### src/hdl/ddo_pkg.sv
// shared types and constants of the differential drive odometry block
// no dependencies
package ddo_pkg;

  // angle units are 1/64 degree
  localparam int unsigned FullTurn    = 23040;
  localparam int unsigned HalfTurn    = 11520;
  localparam int unsigned QuarterTurn = 5760;

  localparam int unsigned CordicSteps = 16;
  localparam int unsigned CordicGain  = 652032874;

  // a full turn is 45 * 2^9; the heading reduction divides the part above the
  // low nine bits by 45 with a reciprocal, ceil(2^28 / 45), exact up to 2^22
  localparam int unsigned TurnOdd        = 45;
  localparam int unsigned TurnShift      = 9;
  localparam int unsigned TurnRecip      = 5965233;
  localparam int unsigned TurnRecipShift = 28;

  // folded angle in [-90, 90] degrees plus the half-turn flag
  typedef struct packed {
    logic signed [13:0] angle;
    logic               neg;
  } fold_t;

  // sine and cosine in q1.15
  typedef struct packed {
    logic signed [15:0] sin_v;
    logic signed [15:0] cos_v;
  } trig_t;

  // arctangent of 2^-i in 2^-22 degree
  function automatic logic [28:0] arc_atan(input logic [3:0] idx);
    logic [28:0] v;
    case (idx)
      4'd0:    v = 29'd188743680;
      4'd1:    v = 29'd111421900;
      4'd2:    v = 29'd58872272;
      4'd3:    v = 29'd29884485;
      4'd4:    v = 29'd15000234;
      4'd5:    v = 29'd7507429;
      4'd6:    v = 29'd3754630;
      4'd7:    v = 29'd1877430;
      4'd8:    v = 29'd938730;
      4'd9:    v = 29'd469366;
      4'd10:   v = 29'd234683;
      4'd11:   v = 29'd117342;
      4'd12:   v = 29'd58671;
      4'd13:   v = 29'd29335;
      4'd14:   v = 29'd14668;
      default: v = 29'd7334;
    endcase
    return v;
  endfunction

endpackage

### src/hdl/ddo_if.sv
// valid/ready channel interfaces of the odometry block
// no dependencies
interface ddo_in_if;
  logic               valid;
  logic               ready;
  logic               mode;
  logic signed [14:0] yaw_reading;
  logic signed [31:0] left_distance;
  logic signed [31:0] right_distance;

  modport source (output valid, mode, yaw_reading, left_distance, right_distance,
                  input ready);
  modport sink   (input valid, mode, yaw_reading, left_distance, right_distance,
                  output ready);
endinterface

interface ddo_out_if;
  logic               valid;
  logic               ready;
  logic signed [31:0] pos_x;
  logic signed [31:0] pos_y;
  logic signed [31:0] relative_heading;

  modport source (output valid, pos_x, pos_y, relative_heading, input ready);
  modport sink   (input valid, pos_x, pos_y, relative_heading, output ready);
endinterface

### src/hdl/differential_drive_odometry.sv
// differential drive dead-reckoning odometry, top level with sequencer
// depends on ddo_pkg, ddo_if, ddo_hred, ddo_cordic
//
//   channel  dir  word contents                                       handshake
//   in_i     in   mode, yaw_reading, left_distance, right_distance    valid/ready
//   out_o    out  pos_x, pos_y, relative_heading                      valid/ready
//
// one word at a time: in_i.ready is high only while the sequencer is idle
// and no finished result is waiting for the output register
// an update word passes four setup steps (unwrap, travel, delta, mean), the
// heading reduction, the cordic and four multiply-accumulate steps, and then
// hands its result over; a start word passes the unwrap and origin steps
// the result sits in an output register, so a new word is taken while it waits
// a stalled output keeps the next finished result in the sequencer and
// in_i.ready low until the output register frees
// reset clears the heading, origins, travel and position to zero
module differential_drive_odometry import ddo_pkg::*; (
  input  logic         clk_i,
  input  logic         rst_ni,
  ddo_in_if.sink       in_i,
  ddo_out_if.source    out_o
);

  // one-hot sequencer
  typedef enum logic [11:0] {
    S_IDLE   = 12'b000000000001,
    S_UNWRAP = 12'b000000000010,
    S_ORIGIN = 12'b000000000100,
    S_TRAVEL = 12'b000000001000,
    S_DELTA  = 12'b000000010000,
    S_MEAN   = 12'b000000100000,
    S_REDUCE = 12'b000001000000,
    S_CORDIC = 12'b000010000000,
    S_MULX   = 12'b000100000000,
    S_ACCX   = 12'b001000000000,
    S_MULY   = 12'b010000000000,
    S_ACCY   = 12'b100000000000
  } seq_state_e;

  seq_state_e state_q, state_d;

  // captured input word
  logic               mode_q;
  logic signed [14:0] yaw_q;
  logic signed [31:0] left_q, right_q;

  // odometry state
  logic signed [14:0] prev_yaw_q;
  logic signed [31:0] unwrap_q, start_q;
  logic signed [31:0] lorig_q, rorig_q;
  logic signed [31:0] plt_q, prt_q;
  logic signed [31:0] pos_x_q, pos_y_q;

  // per-word scratch
  logic signed [31:0] lt_q, rt_q, ls_q, rs_q;
  logic signed [31:0] step_q, rel_q;
  logic signed [47:0] prod_q;

  // output register
  logic               out_valid_q;
  logic signed [31:0] out_x_q, out_y_q, out_rel_q;
  logic               out_load;
  logic               done_q;

  // helper units
  logic  red_start, red_done;
  fold_t fold;
  logic  cor_start, cor_done;
  trig_t trig;

  ddo_hred u_hred (
    .clk_i   (clk_i),
    .rst_ni  (rst_ni),
    .start_i (red_start),
    .rel_i   (rel_q),
    .done_o  (red_done),
    .fold_o  (fold)
  );

  ddo_cordic u_cordic (
    .clk_i   (clk_i),
    .rst_ni  (rst_ni),
    .start_i (cor_start),
    .fold_i  (fold),
    .done_o  (cor_done),
    .trig_o  (trig)
  );

  // yaw unwrap: a jump of more than half a turn is a pass through +-180
  logic signed [15:0] yaw_diff, yaw_step;
  always_comb begin
    yaw_diff = {yaw_q[14], yaw_q} - {prev_yaw_q[14], prev_yaw_q};
    if (yaw_diff < -16'sd11520) begin
      yaw_step = yaw_diff + 16'(FullTurn);
    end else if (yaw_diff > 16'sd11520) begin
      yaw_step = yaw_diff - 16'(FullTurn);
    end else begin
      yaw_step = yaw_diff;
    end
  end

  // mean wheel step, floor of the 33-bit half sum
  logic signed [32:0] step_sum;
  assign step_sum = {ls_q[31], ls_q} + {rs_q[31], rs_q};

  // shared multiplier, sine for x then cosine for y
  logic signed [15:0] mul_op;
  logic signed [47:0] prod_d;
  assign mul_op = (state_q == S_MULX) ? trig.sin_v : trig.cos_v;
  assign prod_d = step_q * mul_op;

  // shared rounding and saturating accumulate
  logic signed [47:0] prod_rnd;
  logic signed [32:0] incr;
  logic signed [31:0] acc_base, acc_sat;
  logic signed [33:0] acc_sum;
  always_comb begin
    prod_rnd = prod_q + 48'sd16384;
    incr     = prod_rnd[47:15];
    acc_base = (state_q == S_ACCX) ? pos_x_q : pos_y_q;
    acc_sum  = {{2{acc_base[31]}}, acc_base} + {incr[32], incr};
    if (acc_sum > 34'sd2147483647) begin
      acc_sat = 32'sh7fffffff;
    end else if (acc_sum < -34'sd2147483648) begin
      acc_sat = 32'sh80000000;
    end else begin
      acc_sat = acc_sum[31:0];
    end
  end

  // done_q marks a word whose result waits for the output register
  assign out_load = done_q && (!out_valid_q || out_o.ready);

  always_comb begin
    state_d   = state_q;
    red_start = 1'b0;
    cor_start = 1'b0;
    unique case (state_q)
      S_IDLE:   if (in_i.valid && !done_q) state_d = S_UNWRAP;
      S_UNWRAP: state_d = mode_q ? S_TRAVEL : S_ORIGIN;
      S_ORIGIN: state_d = S_IDLE;
      S_TRAVEL: state_d = S_DELTA;
      S_DELTA:  state_d = S_MEAN;
      S_MEAN: begin
        red_start = 1'b1;
        state_d   = S_REDUCE;
      end
      S_REDUCE: begin
        if (red_done) begin
          cor_start = 1'b1;
          state_d   = S_CORDIC;
        end
      end
      S_CORDIC: if (cor_done) state_d = S_MULX;
      S_MULX:   state_d = S_ACCX;
      S_ACCX:   state_d = S_MULY;
      S_MULY:   state_d = S_ACCY;
      S_ACCY:   state_d = S_IDLE;
      default:  state_d = S_IDLE;
    endcase
  end

  assign in_i.ready = (state_q == S_IDLE) && !done_q;

  // control and architectural state
  always_ff @(posedge clk_i or negedge rst_ni) begin
    if (!rst_ni) begin
      state_q     <= S_IDLE;
      done_q      <= 1'b0;
      out_valid_q <= 1'b0;
      prev_yaw_q  <= '0;
      unwrap_q    <= '0;
      start_q     <= '0;
      lorig_q     <= '0;
      rorig_q     <= '0;
      plt_q       <= '0;
      prt_q       <= '0;
      pos_x_q     <= '0;
      pos_y_q     <= '0;
    end else begin
      state_q <= state_d;

      if (out_load) begin
        done_q <= 1'b0;
      end else if ((state_q == S_ORIGIN) || (state_q == S_ACCY)) begin
        done_q <= 1'b1;
      end

      if (out_load) begin
        out_valid_q <= 1'b1;
      end else if (out_o.ready) begin
        out_valid_q <= 1'b0;
      end

      unique case (state_q)
        S_UNWRAP: begin
          unwrap_q   <= unwrap_q + 32'(yaw_step);
          prev_yaw_q <= yaw_q;
        end
        S_ORIGIN: begin
          start_q <= unwrap_q;
          lorig_q <= left_q;
          rorig_q <= right_q;
          plt_q   <= '0;
          prt_q   <= '0;
          pos_x_q <= '0;
          pos_y_q <= '0;
        end
        S_DELTA: begin
          plt_q <= lt_q;
          prt_q <= rt_q;
        end
        S_ACCX:  pos_x_q <= acc_sat;
        S_ACCY:  pos_y_q <= acc_sat;
        default: ;
      endcase
    end
  end

  // datapath scratch, no reset needed
  always_ff @(posedge clk_i) begin
    if (in_i.valid && in_i.ready) begin
      mode_q  <= in_i.mode;
      yaw_q   <= in_i.yaw_reading;
      left_q  <= in_i.left_distance;
      right_q <= in_i.right_distance;
    end
    unique case (state_q)
      S_ORIGIN: rel_q <= '0;
      S_TRAVEL: begin
        lt_q  <= left_q - lorig_q;
        rt_q  <= right_q - rorig_q;
        rel_q <= unwrap_q - start_q;
      end
      S_DELTA: begin
        ls_q <= lt_q - plt_q;
        rs_q <= rt_q - prt_q;
      end
      S_MEAN:  step_q <= step_sum[32:1];
      S_MULX,
      S_MULY:  prod_q <= prod_d;
      default: ;
    endcase
    if (out_load) begin
      out_x_q   <= pos_x_q;
      out_y_q   <= pos_y_q;
      out_rel_q <= rel_q;
    end
  end

  assign out_o.valid            = out_valid_q;
  assign out_o.pos_x            = out_x_q;
  assign out_o.pos_y            = out_y_q;
  assign out_o.relative_heading = out_rel_q;

endmodule

### src/hdl/ddo_hred.sv
// heading reduction modulo a full turn by reciprocal multiplication, then fold to +-90 deg
// depends on ddo_pkg
module ddo_hred import ddo_pkg::*; (
  input  logic               clk_i,
  input  logic               rst_ni,
  input  logic               start_i,
  input  logic signed [31:0] rel_i,
  output logic               done_o,
  output fold_t              fold_o
);

  typedef enum logic [2:0] {
    R_IDLE = 3'b001,
    R_RUN  = 3'b010,
    R_FOLD = 3'b100
  } red_state_e;

  red_state_e  state_q, state_d;
  logic [31:0] mag_q;
  logic [16:0] quo_q;
  logic        sign_q;
  logic        done_q;
  fold_t       fold_q, fold_d;

  // only the bits above the low nine see the divide by 45
  logic [22:0]        hi_part;
  logic [45:0]        quo_prod;
  logic [22:0]        quo_back;
  logic [22:0]        rem_hi;
  logic [14:0]        r_mod;
  logic signed [15:0] r_s;
  logic signed [15:0] a_s;

  assign hi_part  = mag_q[31:TurnShift];
  assign quo_prod = 46'(hi_part) * 46'(TurnRecip);
  assign quo_back = 23'(quo_q) * 23'(TurnOdd);
  assign rem_hi   = hi_part - quo_back;

  // final remainder, corrected for a negative heading, then folded
  always_comb begin
    r_mod = {rem_hi[5:0], mag_q[TurnShift-1:0]};
    if (sign_q && (r_mod != 15'd0)) begin
      r_mod = 15'(FullTurn) - r_mod;
    end
    r_s = signed'({1'b0, r_mod});
    fold_d.neg = 1'b0;
    if ((r_s > 16'sd5760) && (r_s <= 16'sd17280)) begin
      a_s = r_s - 16'(HalfTurn);
      fold_d.neg = 1'b1;
    end else if (r_s > 16'sd17280) begin
      a_s = r_s - 16'(FullTurn);
    end else begin
      a_s = r_s;
    end
    fold_d.angle = a_s[13:0];
  end

  always_comb begin
    state_d = state_q;
    unique case (state_q)
      R_IDLE: if (start_i) state_d = R_RUN;
      R_RUN:  state_d = R_FOLD;
      R_FOLD: state_d = R_IDLE;
      default: state_d = R_IDLE;
    endcase
  end

  always_ff @(posedge clk_i or negedge rst_ni) begin
    if (!rst_ni) begin
      state_q <= R_IDLE;
      done_q  <= 1'b0;
    end else begin
      state_q <= state_d;
      done_q  <= (state_q == R_FOLD);
    end
  end

  always_ff @(posedge clk_i) begin
    unique case (state_q)
      R_IDLE: begin
        if (start_i) begin
          sign_q <= rel_i[31];
          mag_q  <= rel_i[31] ? (~rel_i + 32'd1) : rel_i;
        end
      end
      R_RUN:  quo_q  <= quo_prod[TurnRecipShift +: 17];
      R_FOLD: fold_q <= fold_d;
      default: ;
    endcase
  end

  assign done_o = done_q;
  assign fold_o = fold_q;

endmodule

### src/hdl/ddo_cordic.sv
// iterative rotation cordic, one micro-rotation per cycle, q1.15 sin and cos
// depends on ddo_pkg
module ddo_cordic import ddo_pkg::*; (
  input  logic  clk_i,
  input  logic  rst_ni,
  input  logic  start_i,
  input  fold_t fold_i,
  output logic  done_o,
  output trig_t trig_o
);

  typedef enum logic [2:0] {
    C_IDLE = 3'b001,
    C_RUN  = 3'b010,
    C_OUT  = 3'b100
  } cor_state_e;

  cor_state_e         state_q, state_d;
  logic signed [33:0] x_q, y_q;
  logic signed [31:0] z_q;
  logic [3:0]         i_q;
  logic               neg_q;
  logic               done_q;
  trig_t              trig_q;

  logic signed [33:0] xs, ys, xf, yf;
  logic signed [31:0] atan_s;

  function automatic logic signed [15:0] to_q15(input logic signed [33:0] v);
    logic signed [33:0] t;
    logic signed [15:0] r;
    t = (v + 34'sd16384) >>> 15;
    if (t > 34'sd32767) begin
      r = 16'sh7fff;
    end else if (t < -34'sd32768) begin
      r = 16'sh8000;
    end else begin
      r = t[15:0];
    end
    return r;
  endfunction

  assign xs     = x_q >>> i_q;
  assign ys     = y_q >>> i_q;
  assign atan_s = signed'({3'b000, arc_atan(i_q)});
  assign xf     = neg_q ? -x_q : x_q;
  assign yf     = neg_q ? -y_q : y_q;

  always_comb begin
    state_d = state_q;
    unique case (state_q)
      C_IDLE: if (start_i) state_d = C_RUN;
      C_RUN:  if (i_q == 4'(CordicSteps - 1)) state_d = C_OUT;
      C_OUT:  state_d = C_IDLE;
      default: state_d = C_IDLE;
    endcase
  end

  always_ff @(posedge clk_i or negedge rst_ni) begin
    if (!rst_ni) begin
      state_q <= C_IDLE;
      done_q  <= 1'b0;
    end else begin
      state_q <= state_d;
      done_q  <= (state_q == C_OUT);
    end
  end

  always_ff @(posedge clk_i) begin
    unique case (state_q)
      C_IDLE: begin
        if (start_i) begin
          x_q   <= 34'(CordicGain);
          y_q   <= '0;
          // angle in 2^-22 degree
          z_q   <= {{2{fold_i.angle[13]}}, fold_i.angle, 16'h0000};
          i_q   <= '0;
          neg_q <= fold_i.neg;
        end
      end
      C_RUN: begin
        if (!z_q[31]) begin
          x_q <= x_q - ys;
          y_q <= y_q + xs;
          z_q <= z_q - atan_s;
        end else begin
          x_q <= x_q + ys;
          y_q <= y_q - xs;
          z_q <= z_q + atan_s;
        end
        i_q <= i_q + 4'd1;
      end
      C_OUT: begin
        trig_q.sin_v <= to_q15(yf);
        trig_q.cos_v <= to_q15(xf);
      end
      default: ;
    endcase
  end

  assign done_o = done_q;
  assign trig_o = trig_q;

endmodule
### src/flat_wrapper.sv
// flat-port wrapper written by rule: the top's interface ports become plain ports
module differential_drive_odometry_flat import ddo_pkg::*;
  (clk_i, rst_ni, in_i_valid, in_i_mode, in_i_yaw_reading, in_i_left_distance, in_i_right_distance, in_i_ready, out_o_valid, out_o_pos_x, out_o_pos_y, out_o_relative_heading, out_o_ready);
  ddo_in_if in_i_i ();
  ddo_out_if out_o_i ();
  input  logic clk_i;
  input  logic rst_ni;
  input wire logic [$bits(in_i_i.valid)-1:0] in_i_valid;
  input wire logic [$bits(in_i_i.mode)-1:0] in_i_mode;
  input wire logic [$bits(in_i_i.yaw_reading)-1:0] in_i_yaw_reading;
  input wire logic [$bits(in_i_i.left_distance)-1:0] in_i_left_distance;
  input wire logic [$bits(in_i_i.right_distance)-1:0] in_i_right_distance;
  output wire logic [$bits(in_i_i.ready)-1:0] in_i_ready;
  output wire logic [$bits(out_o_i.valid)-1:0] out_o_valid;
  output wire logic [$bits(out_o_i.pos_x)-1:0] out_o_pos_x;
  output wire logic [$bits(out_o_i.pos_y)-1:0] out_o_pos_y;
  output wire logic [$bits(out_o_i.relative_heading)-1:0] out_o_relative_heading;
  input wire logic [$bits(out_o_i.ready)-1:0] out_o_ready;
  assign in_i_i.valid = in_i_valid;
  assign in_i_i.mode = in_i_mode;
  assign in_i_i.yaw_reading = in_i_yaw_reading;
  assign in_i_i.left_distance = in_i_left_distance;
  assign in_i_i.right_distance = in_i_right_distance;
  assign in_i_ready = in_i_i.ready;
  assign out_o_valid = out_o_i.valid;
  assign out_o_pos_x = out_o_i.pos_x;
  assign out_o_pos_y = out_o_i.pos_y;
  assign out_o_relative_heading = out_o_i.relative_heading;
  assign out_o_i.ready = out_o_ready;
  differential_drive_odometry u_core (.clk_i(clk_i), .rst_ni(rst_ni), .in_i(in_i_i), .out_o(out_o_i));
endmodule
### config.mk
export PLATFORM = sky130hd
export DESIGN_NAME = differential_drive_odometry_flat
export DESIGN_NICKNAME = d
export VERILOG_FILES = /design/src/hdl/ddo_pkg.sv /design/src/hdl/ddo_if.sv /design/src/hdl/differential_drive_odometry.sv /design/src/hdl/ddo_hred.sv /design/src/hdl/ddo_cordic.sv /design/src/flat_wrapper.sv
export SDC_FILE = /design/constraint.sdc
export NUM_CORES = 2
export LEC_CHECK = 0
export BUFFER_PORTS_ARGS = -buffer_cell sky130_fd_sc_hd__clkbuf_2
export CORE_ASPECT_RATIO = 1.25
export CORE_UTILIZATION = 59
export CTS_CLUSTER_DIAMETER = 100
export DETAILED_ROUTE_END_ITERATION = 16
export PLACE_DENSITY_LB_ADDON = 0.2
export SYNTH_ARGS = -nofsm -noshare
export SYNTH_HDL_FRONTEND = slang
export SYNTH_SLANG_ARGS = --single-unit
### constraint.sdc
create_clock -name clk_i -period 8.57 [get_ports clk_i]
set_clock_uncertainty 0.15 [all_clocks]
set_input_delay 1.2855 -clock clk_i [delete_from_list [all_inputs] [get_ports clk_i]]
set_output_delay 1.2855 -clock clk_i [all_outputs]
set_load 0.01 [all_outputs]
Word-level counts from Yosys, hierarchy flattened:

Memory sizes are Yosys's and may differ from the RTL's. A register that Yosys moved wholly into a read port is not among the register bits.
Index checks and enable logic that the tools add are counted.

* add/sub/neg operators: 28
* $mul: 3
* $lt $le $gt $ge: 11
* equal/unequal tests: 25
* shift-type cells: 2
* mux-type cells: 49
* bitwise gates (word level): 1
* reductions and logical operators: 24

Operator list (number)
* case mux 32 bit (2 select lines): 6
* 2-to-1 mux 34 bit: 6
* 2-to-1 mux 32 bit: 5
* subtractor 32 bit: 5
* case mux 34 bit (2 select lines): 2
* case mux 12 bit (10 select lines): 1
* 2-to-1 mux 16 bit: 5
* adder 34 x 16 -> 34 bit, second input constant: 2
* adder 34 bit: 2
* negator 34 bit: 2
* >>> shifter 34 x 4 -> 34 bit: 2
* subtractor 34 bit: 2
* adder 48 x 16 -> 48 bit, second input constant: 1
* multiplier 32 x 16 -> 48 bit: 1
* multiplier 23 x 23 -> 45 bit, second input constant: 1
* > comparator 19 x 16 -> 1 bit, second input constant: 2
* less-than comparator 19 x 16 -> 1 bit, second input constant: 2
* 2-to-1 mux 12 bit: 3
* adder 32 x 33 -> 34 bit: 1
* > comparator 34 x 32 -> 1 bit, second input constant: 1
* less-than comparator 34 x 32 -> 1 bit, second input constant: 1
* adder 32 x 32 -> 33 bit: 1
* adder 32 x 1 -> 32 bit, second input constant: 1
* adder 32 x 16 -> 32 bit: 1
* other kinds (51): 87

* flip-flop bits (word level): 911
* memory bits (read-only): 448
* output and inout port bits: 98
* word-level logic and storage cells: 187
* memories: 1

Memory list
* (name not given): words 16, bits a word 28, read ports 1, clocked after Yosys merged registers in 1, wr ports 0, line ddo_pkg.sv:35 `case (idx)`

Longest topological paths before layout:

* word-level depth: 8
* mapped depth: 32
* depth with buffers taken out: 29

Hierarchy:

Synthesis repeated with hierarchy kept, for this count alone.

* cells, all modules: 8631
* area total of the unflattened synthesis: 83139.7 um^2

Modules (own cells, without submodules)
* differential_drive_odometry: times used 1, cells each 5456, area an instance 54567.3 um^2, sequential area each 19204.7 um^2
* ddo_cordic: times used 1, cells each 2214, area an instance 18756.7 um^2, sequential area each 4775.8 um^2
* ddo_hred: times used 1, cells each 961, area an instance 9815.7 um^2, sequential area each 1722.9 um^2

Worst setup path before layout:

OpenSTA, ideal clock, no wires.

* kind: register to register
* start: register u_core.state_q[7]
* end: register u_core.prod_q[47] (data pin)
* data arrival time: 7956 ps
* setup slack: 204 ps
* stages on the path, launching flop included: 30
* buffers on the path: 3
* period minus slack after synthesis: 8366 ps
* cells stage by stage: dfrtp_1 clkbuf_1 nor4_2 nand4_1 clkbuf_1 mux2_2 clkbuf_1 nand2_1 fa_1 inv_1 fa_1 fa_1 fa_1 fa_1 inv_1 fa_1 inv_1 ha_1 a21oi_1 o21ai_0 nor3_1 nor3b_1 nand3_1 o31ai_1 nand4_1 o2bb2ai_1 nor4_1 o21a_1 nor2_1 xnor2_1

* cells in the longest elaborated chain, start to end: 3

Ends and longest elaborated chain
* start: declaration: line differential_drive_odometry.sv:40 `seq_state_e state_q, state_d;`
* start signal: assignment: line differential_drive_odometry.sv:181 `state_q <= state_d;`
* == test 12 x 9 -> 1 bit: line differential_drive_odometry.sv:109 `assign mul_op = (state_q == S_MULX) ? trig.sin_v : trig.cos_v;`
* 2-to-1 mux 16 bit: line differential_drive_odometry.sv:109
* multiplier 32 x 16 -> 48 bit: line differential_drive_odometry.sv:110 `assign prod_d = step_q * mul_op;`
* named net u_core.prod_d[47]: line differential_drive_odometry.sv:108 `logic signed [47:0] prod_d;`
* end signal: assignment: line differential_drive_odometry.sv:241 `S_MULY: prod_q <= prod_d;`
* end: declaration: line differential_drive_odometry.sv:57 `logic signed [47:0] prod_q;`

The timed path passes the listed nets, and every way through them passes these cells.
A chain may end at the register's enable or synchronous reset.

Final worst setup path:

* start: register u_core.state_q[0]
* end: register u_core.prod_q[45] (data pin)

The elaborated chain is that of the path after synthesis.

==> results.sh <==
export IMPL_ant_nets=0
export IMPL_r2r_start="u_core.state_q[0]"
export IMPL_dp_cells=9978
export IMPL_seq_area_frac_synth=0.319
export IMPL_clk_latency_ns=0.74
export IMPL_min_period_over_period=0.954
export IMPL_slew_headroom=0.136
export IMPL_path_common_cell="fa_1"
export IMPL_gp_congestion=0.961
export IMPL_hold_class="reg -> reg"
export IMPL_reg2reg_slack_ns=0.40
export IMPL_vias_per_cell=5.84
export IMPL_syn_area_mm2=0.0807
export IMPL_synthFlopType="edfxtp_1"
export IMPL_path_buf_inv=7
export IMPL_stdcell_area_mm2=0.0871
export IMPL_avgSynthCellArea_um2=9.82
export IMPL_ioPinCount=182
export IMPL_p_leak_uw=0.0383
export IMPL_startpoint_type="flip-flop"
export IMPL_min_to="u_core.u_cordic.neg_q"
export IMPL_instances_no_fill=10165
export IMPL_syn_to_final_growth_pct=7.89
export IMPL_min_path_cells=0
export IMPL_p_comb_frac=0.419
export IMPL_outcome="completed"
export IMPL_top_layer="met4"
export IMPL_dpl_hpwl_mm=148
export IMPL_total_power_uw=17500
export IMPL_finalSetupTns_ns=0
export IMPL_whs_ns=0.281
export IMPL_fillers=11004
export IMPL_vias=59340
export IMPL_r2r_end="u_core.prod_q[45]"
export IMPL_wl_met1_mm=79.2
export IMPL_drcViolationCount=0
export IMPL_holdCritStartpoint="u_core.u_hred.fold_o[0]"
export IMPL_cts_inserted_buffers=99
export IMPL_antenna_cells=0
export IMPL_start_util=0.595
export IMPL_rsz0062_at_grt="no"
export IMPL_synth_cell_types=101
export IMPL_seq_power_share=0.323
export IMPL_reg_largest_list="u_core.prod_q x34, u_core.u_cordic.x_q x34, u_core.u_cordic.y_q x34"
export IMPL_grt_pass1_vias=60127
export IMPL_cts_root_buf="clkbuf_16"
export IMPL_cts_sinks=914
export IMPL_p_clk_frac=0.258
export IMPL_drive_gt1_frac=0.0772
export IMPL_rr_worst_depth=30
export IMPL_worstSetupPathType="reg -> reg"
export IMPL_p_switching_uw=6400
export IMPL_cts_tree="built"
export IMPL_rows=151
export IMPL_grt_start_max_net_pins=179
export IMPL_wl_mm=191
export IMPL_yosys_warnings=0
export IMPL_irDropWorstVdd_mv=0.521
export IMPL_switching_share=0.365
export IMPL_path_clk_slew_ns=0.07
export IMPL_tightestPinTransition_ns=1.30
export IMPL_end_kind="flip-flop"
export IMPL_maxSlewViolCount=0
export IMPL_setup_viol=0
export IMPL_fin_nets=9705
export IMPL_p_int_uw=11100
export IMPL_io_buffers=181
export IMPL_grt_pass1_wl_mm=309
export IMPL_timing_hold_violations_final=0
export IMPL_die_x_um=333
export IMPL_period_minus_slack_ns=8.17
export IMPL_synthArstFlopShare=0.321
export IMPL_multiInputGateArea_mm2=0.0496
export IMPL_critPathMaxFanout=16
export IMPL_drtIter0Drc=4363
export IMPL_cap_violations=0
export IMPL_placed_area_mm2=0.0835
export IMPL_synth_edf_count=593
export IMPL_required_ns=8.88
export IMPL_arrival_ns=8.48
export IMPL_wl_met2_mm=95.5
export IMPL_clockBufferDepth=3
export IMPL_wl_per_cell_um=18.8
export IMPL_fmax_mhz=122
export IMPL_grt_usage=0.278
export IMPL_critical_path_max_stage_delay_ns=0.59
export IMPL_wl_met3_mm=10.4
export IMPL_core_area_mm2=0.136
export IMPL_die_h_um=415
export IMPL_synth_top_area_share=0.221
export IMPL_syn_inst=8215
export IMPL_synthTopCellsByArea="edfxtp_1, fa_1, ha_1, dfrtp_1, inv_1"
export IMPL_h_tree_depth=3
export IMPL_synth_top_area_cell="edfxtp_1"
export IMPL_ys_seq_elements=914
export IMPL_synth_nets=9600
export IMPL_cp_top_family="adder cells"
export IMPL_overflow=0
export IMPL_first_pass_iters=5
export IMPL_antenna_found_initial=2
export IMPL_cp_slowest_cell="dfstp_2"
export IMPL_powerDensity_mw_per_mm2=201
export IMPL_die_area_mm2=0.138
export IMPL_register_area_mm2=0.0257
[placed cells by master, fill, tap and decap left out, drive strengths merged, types with 19 or more instances in the layout]
cell type  instances
inv             1163
nand2            907
ha               662
fa               639
edfxtp           593
nor2             484
o21ai            433
xnor2            380
a21oi            378
clkbuf           307
dfrtp            290
and2             250
xor2             214
a21o             152
nor3             117
nand3            100
buf               96
mux4              77
o21a              73
o211ai            73
nor2b             71
nand2b            69
a22o              69
mux2              60
and3              54
o21bai            50
a31oi             46
nand4             42
or3               39
a211oi            34
clkinv            33
nor4              32
mux2i             29
dfxtp             28
o31ai             28
nor3b             27
or2               23
o31a              20
o41ai             19
[through the flow]
stage | setup WS, ns | util
after floorplan | 0.204 | -
after global placement | 0.306 | 0.616
after detailed placement | 0.246 | 0.616
after CTS | 0.233 | 0.642
after global routing | 0.00817 | 0.642
final | 0.398 | 0.642
[cells by family after synthesis]
group / count (synthesis) / share of synthesized area
AND/OR/NAND/NOR: 2272 / 0.133
multiplexers: 166 / 0.0339
buffers and inverters: 1425 / 0.0673
XOR/XNOR: 594 / 0.0645
AO/OA/AOI/OAI: 1543 / 0.122
adder cells (fa/ha/maj): 1301 / 0.261
flip-flops: 914 / 0.319
[power by group through the flow]
stage	Combinational [uW]	Sequential [uW]	Clock, uW
after global routing	8250	5710	4800
final	7340	5660	4530
after floorplan	6110	5750	0
after CTS	7310	5660	4630
after global placement	7020	5730	0
after detailed placement	7250	5750	0
[routing by layer]
layer	track usage	up-vias
li1	-	27980
met1	0.356	29306
met2	0.483	1690
met3	0.0347	364
met4	0.0969	0
met5	0	-
[repair_timing]
| item | CTS | global route |
|---|---|---|
| setup buffers | 0 | 0 |
| hold buffers | 0 | 0 |
| gates resized for setup | 0 | 3 |
| endpoints found under the setup margin | 0 | 4 |
[layout make-up]
cell class              count  area share
multi-input cells        5876       0.570
flip-flops and latches    914       0.295
inverters                1153      0.0497
clock buffers             127      0.0320
well taps                1759      0.0253
repair buffers            276      0.0194
clock inverters            60     0.00811
[how the worst max path moves through the flow]
stage	from	to	slack, ns	depth (start not counted)
2_1_floorplan	u_core.state_q[7]	u_core.prod_q[47]	0.20	29
3_3_place_gp	u_core.state_q[2]	u_core.prod_q[47]	0.31	30
3_5_place_dp	u_core.state_q[0]	u_core.prod_q[45]	0.25	30
4_1_cts	u_core.state_q[11]	u_core.prod_q[45]	0.23	30
5_1_grt	u_core.state_q[3]	u_core.prod_q[45]	0.008	30
6_report	u_core.state_q[0]	u_core.prod_q[45]	0.40	30
[cell usage after synthesis (28+ instances only)]
| cell | n |
|---|---|
| inv_1 | 1149 |
| nand2_1 | 907 |
| ha_1 | 662 |
| fa_1 | 639 |
| edfxtp_1 | 593 |
| nor2_1 | 484 |
| o21ai_0 | 419 |
| xnor2_1 | 380 |
| a21oi_1 | 377 |
| dfrtp_1 | 290 |
| and2_1 | 249 |
| clkbuf_1 | 220 |
| xor2_1 | 214 |
| a21o_1 | 152 |
| nor3_1 | 117 |
| nand3_1 | 100 |
| o211ai_1 | 73 |
| o21a_1 | 73 |
| nor2b_1 | 70 |
| a22o_1 | 69 |
| nand2b_1 | 69 |
| mux4_2 | 67 |
| mux2_2 | 59 |
| and3_1 | 52 |
| o21bai_1 | 50 |
| a31oi_1 | 46 |
| nand4_1 | 42 |
| or3_1 | 39 |
| a211oi_1 | 34 |
| mux2i_1 | 29 |
| nor4_1 | 29 |
| buf_1 | 28 |
| dfxtp_1 | 28 |
| o31ai_1 | 28 |
[worst register-to-register path, delay by kind of cell, from the launching register on]
kind | cells | cell delay, ns
adders and majority gates | 7 | 3.44
and+or+nand+nor | 9 | 1.20
AOI/OAI and AO/OA | 5 | 1.20
buffers and inverters | 7 | 0.80
DFF | 1 | 0.59
muxes | 1 | 0.44
xor gates and xnor gates | 1 | 0.09
(Power assumes the default switching activity.)
